===== config.mk =====
export PLATFORM = sky130hd
export DESIGN_NAME = teq_ctrl
export DESIGN_NICKNAME = d
export VERILOG_FILES = /design/src/hdl/teq_pkg.sv /design/src/hdl/teq_ctrl.sv
export SDC_FILE = /design/constraint.sdc
export NUM_CORES = 1
export LEC_CHECK = 0
export CAP_MARGIN = 30
export CORE_AREA = 5 5 42 44
export CTS_CLUSTER_DIAMETER = 200
export DETAILED_ROUTE_END_ITERATION = 7
export DIE_AREA = 0 0 47 49
export DONT_BUFFER_PORTS = 1
export PLACE_DENSITY = 0.31
export SYNTH_ARGS = -nofsm -noshare
export SYNTH_HDL_FRONTEND = slang
export SYNTH_SLANG_ARGS = --single-unit

===== constraint.sdc =====
create_clock -name clk -period 1.3 [get_ports clk]
set_clock_uncertainty 0.15 [all_clocks]
set_input_delay 0 -clock clk [delete_from_list [all_inputs] [get_ports clk]]
set_output_delay 0 -clock clk [all_outputs]
set_load 0.03 [all_outputs]

===== src/hdl/teq_pkg.sv =====
// package for the timed event queue: opcodes, status codes, slot kinds, control structs
// no dependencies
package teq_pkg;

	localparam int SLOTS_DEFAULT = 16;
	localparam int TIME_W = 64;
	localparam int REP_W = 32;
	localparam int ID_W = 16;
	localparam int TAG_W = 16;
	localparam int CFG_IDX_W = 1;

	typedef enum logic [2:0] {
		OP_ADD_IMM = 3'd0,
		OP_ADD_SIM = 3'd1,
		OP_ADD_MIS = 3'd2,
		OP_ADD_EPO = 3'd3,
		OP_REMOVE = 3'd4,
		OP_SET_TIME = 3'd5,
		OP_RUN_NEXT = 3'd6,
		OP_QUERY = 3'd7
	} op_t;

	typedef enum logic [2:0] {
		ST_OK = 3'd0,
		ST_BAD_CYCLE = 3'd1,
		ST_BAD_TIME = 3'd2,
		ST_UNKNOWN_ID = 3'd3,
		ST_WRONG_KIND = 3'd4,
		ST_TABLE_FULL = 3'd5,
		ST_NOTHING = 3'd6
	} status_t;

	typedef enum logic [1:0] {
		KIND_IMM = 2'd0,
		KIND_SIM = 2'd1,
		KIND_MIS = 2'd2,
		KIND_EPO = 2'd3
	} kind_t;

	localparam logic [0:0] CFG_EPOCH_OFFSET = 1'b0;
	localparam logic [0:0] CFG_MISSION_START = 1'b1;

	typedef struct packed {
		logic load;
		logic scan_clear;
		logic scan_step;
		logic exec;
	} teq_cmd_t;

	typedef struct packed {
		logic scan_last;
	} teq_stat_t;

endpackage


===== src/hdl/teq_ctrl.sv =====
// controller: load, slot scan, execute, result hold
// depends on teq_pkg
module teq_ctrl import teq_pkg::*; (
	input logic clk,
	input logic arst_n,
	input logic in_valid,
	output logic in_ready,
	output logic out_valid,
	input logic out_ready,
	input teq_stat_t stat,
	output teq_cmd_t cmd
);

	typedef enum logic [3:0] {
		S_IDLE = 4'b0001,
		S_SCAN = 4'b0010,
		S_EXEC = 4'b0100,
		S_DONE = 4'b1000
	} state_t;

	state_t state_q;

	assign in_ready = (state_q == S_IDLE);
	assign out_valid = (state_q == S_DONE);

	always_comb begin
		cmd.load = in_valid && in_ready;
		cmd.scan_clear = cmd.load;
		cmd.scan_step = (state_q == S_SCAN);
		cmd.exec = (state_q == S_EXEC);
	end

	always_ff @(posedge clk or negedge arst_n) begin
		if (!arst_n) begin
			state_q <= S_IDLE;
		end else begin
			unique case (state_q)
				S_IDLE: if (in_valid) state_q <= S_SCAN;
				S_SCAN: if (stat.scan_last) state_q <= S_EXEC;
				S_EXEC: state_q <= S_DONE;
				S_DONE: if (out_ready) state_q <= S_IDLE;
				default: state_q <= S_IDLE;
			endcase
		end
	end

	a_one_hot: assert property (@(posedge clk) disable iff (!arst_n) $onehot(state_q))
		else $error("state not one-hot");
	a_exec_after_scan: assert property (@(posedge clk) disable iff (!arst_n)
		cmd.exec |-> $past(state_q == S_SCAN && stat.scan_last))
		else $error("execute without finished scan");
	a_hold: assert property (@(posedge clk) disable iff (!arst_n)
		out_valid && !out_ready |=> out_valid)
		else $error("result dropped");

endmodule


==> key figures <==
Yosys
  – #FFs+latches synth: 4
  – Synth Area in Simple Gates: 0.366
  – Top post-synthesis cells by area: dfrtp_1 37%, dfstp_2 13%, nor3_1 9.8%
  – Post-synthesis mux area share: 0
  – Largest family of logic cells by synthesized area: simple AND/OR/NAND/NOR gates
  – Post-synthesis cell count: 19
  – Post-synth ARST share: 1.00
  – Area fraction of the dominant cell type after synthesis: 0.366
  – Synth cell types: 12
  – Most common cell in the netlist: nor3_1
  – Seq/Total Area, Yosys: 0.494
  – Post-synth EDFFs: 0
  – Average cell area after synthesis: 10.8 µm²
  – Post-Synth XOR/XNOR Area: 0
  – Synth area leader: dfrtp_1
  – Synthesized net count: 24
  – Area share of fa/ha/maj cells after synthesis: 0
  – Cell Area, Synth: 205 µm²
  – Synth top cells by count: 4 x nor3_1, 3 x dfrtp_1, 2 x nand2b_1, 2 x nor4b_1
  – Main synth FF type: dfrtp_1
  – Compound-Gate Fraction of Synth Area: 0.104
  – Yosys warns: 0

STA
  – Max-slew violations: 0
  – RSZ-0062 raised after global routing: yes
  – Tcrit/Tclk final: 1.10
  – Minimum clock period after layout: 1.43 ns
  – Setup ws final: -0.125 ns
  – Final Setup Violations: 6
  – Slew HR: 0.838
  – Hold_ws: 0.0163 ns
  – Fmax: 702 MHz
  – Fin. Hold Viols: 0
  – Worst Tran Pin Value: 0.241 ns

Min path
  – Hold WC Path Type: in -> reg

Pwr
  – Reg power frac: 0.244
  – Switching part of the total: 0.397
  – Power Total: 0.00101 W
  – Cell-internal power: 0.000606 W
  – VDD IR-drop max: 0.701 mV
  – Share of power burned in the clock network: 0.166
  – Logic gate share of total power: 0.590
  – Sw power: 0.000399 W
  – Pleak: 0.209 nW
  – Pwr/cell area: 2060 nW/µm²

GRT
  – Gr ovfl total: 0
  – Number of global-route vias before repair: 248
  – Global-route wire length before repair: 1070 µm
  – Largest net degree at the start of global routing: 8
  – GRT Total Usage: 0.0657
  – Initial antenna violation count: 0

Worst setup path
  – WP data required: 1.15 ns
  – Crit-path slowest cell: dfrtp_2
  – CP endpoint kind: primary output
  – Crit start category: flop
  – CP Cell Sequence: nor4_4 -> buf_6
  – Worst EP arrival: 1.28 ns
  – Crit Path Class: reg -> out
  – Critical path's largest stage delay: 0.49 ns
  – CP Max Fanout: 7
  – R2r setup slk: 0.01 ns

Routing
  – First-pass DRT Iterations: 1
  – Residual DRC: 0
  – Avg WL per Cell: 12.2 µm
  – Vias: 241
  – Routed wire length: 682 µm
  – DR iter-0 viols: 0
  – Post-DRT Antenna Nets: 0
  – Vias/cell: 4.30

Status
  – Failing checks: setup timing
  – Status: finished with violations

Layout
  – NumNets Final: 46
  – Antenna cells: 0
  – Max reg flops: 4
  – Layout cells sized above 1: 0.725
  – Final Non-Filler Cells: 56
  – Area Overhead vs Synth: 138%
  – Fin area: 488 µm²
  – Largest register by flop count: state_q
  – Biggest registers after layout: state_q x4

Placed design
  – GPL Wtd Cong: 0.683
  – I/O Buffers: 0
  – DP Area: 303 µm²
  – Post-Place Cells: 41
  – Post-DP HPWL: 469 µm

Clock tree
  – Clk buf depth: 2
  – Clock latency on the worst-skew pair: 0.23 ns
  – CTS tree: built
  – Clock slew at reported path FFs: 0.04 ns
  – Total CTS buffers: 3
  – CTS Root Cell: clkbuf_4
  – CTS Sinks: 4
  – H-tree lvl count: 1

Die
  – Initial cell density of the core: 0.146
  – Die Y: 49 µm
  – Die X: 47 µm
  – Row count: 14
  – Die footprint: 2300 µm²
  – Boundary pin count: 11
  – Core area: 1400 µm²

Flow run
  – Max Cap Viol: 0
==> placed cells by master (no fill, tap or decap) <==
master         Yosys  final
buf_6              0      6
and2_1             1      1
clkbuf_4           0      3
nor4_4             0      1
buf_4              1      8
dfrtp_2            0      1
nor3_4             0      1
clkbuf_1           0      1
dlygate4sd3_1      0      4
nand2b_4           0      2
or3b_1             1      1
dfrtp_1            3      2
nor4b_4            0      1
nor3_2             0      2
dfstp_2            1      1
nand2_2            0      1
a211oi_2           1      1
nor3_1             4      1
o22a_1             1      1
nor4b_2            0      1
==> layout make-up <==
type	instances	area, µm²
Clock buffer	4	26.3
Multi-Input combinational cell	14	171
Timing Repair Buffer	18	168
Fill cell	158	913
Tap cell	16	20.0
Sequential cell	4	103
==> metrics by stage <==
step	utilization	setup WS, ns	setup TNS [ns]
floorplan	-	-0.392	-1.36
global placement	0.216	-0.00281	-0.00281
detailed placement	0.216	-0.0137	-0.0137
CTS	0.314	-0.157	-0.783
global route	0.348	-0.166	-0.867
finish	0.348	-0.125	-0.507
==> metal layers <==
layer	vias to the layer above	routed length [µm]	global-route usage
li1	114	-	-
met1	123	258	0.0621
met2	4	397	0.113
met3	0	26	0.0221
met4	0	0	0.0415
met5	-	0	0
==> kinds of logic after synthesis <==
family | count (synthesis)
AOI/OAI and AO/OA | 2
and+or+nand+nor | 12
DFF | 4
buffers and inverters | 1
==> worst max-delay path, delay by kind of cell (launching register included) <==
kind                   cells  cell delay [ns]
buffers and inverters      1             0.21
AND/OR/NAND/NOR            1             0.33
flip-flops                 1             0.49
==> power by group through the flow <==
stage	clock network, W	registers [W]	logic [W]
floorplan	0	0.000227	0.000244
global placement	0	0.000237	0.000343
detailed placement	0	0.000238	0.000345
CTS	0.000182	0.000241	0.000507
global route	0.000187	0.000251	0.000629
finish	0.000167	0.000245	0.000593
==> final timing paths <==
path,cells past startpoint,to,startpoint
max,2,cmd[2],state_q[1]$_DFFE_PN0P_
max in group asynchronous,2,state_q[0]$_DFFE_PN1P_,arst_n
min in group asynchronous,2,state_q[2]$_DFFE_PN0P_,arst_n
min,4,state_q[1]$_DFFE_PN0P_,in_valid
min reg2reg,2,state_q[1]$_DFFE_PN0P_,state_q[3]$_DFFE_PN0P_
max reg2reg,3,state_q[0]$_DFFE_PN1P_,state_q[2]$_DFFE_PN0P_
==> what timing repair did <==
item,CTS,global route
gates resized for setup,10,4
pin swaps,3,2
hold buffers,4,0
gates cloned,0,0
endpoints found under the setup margin,7,9
buffers inserted,3,4
hold endpoints to repair,8,0
Note: power is estimated with default switching activity, not from simulation.
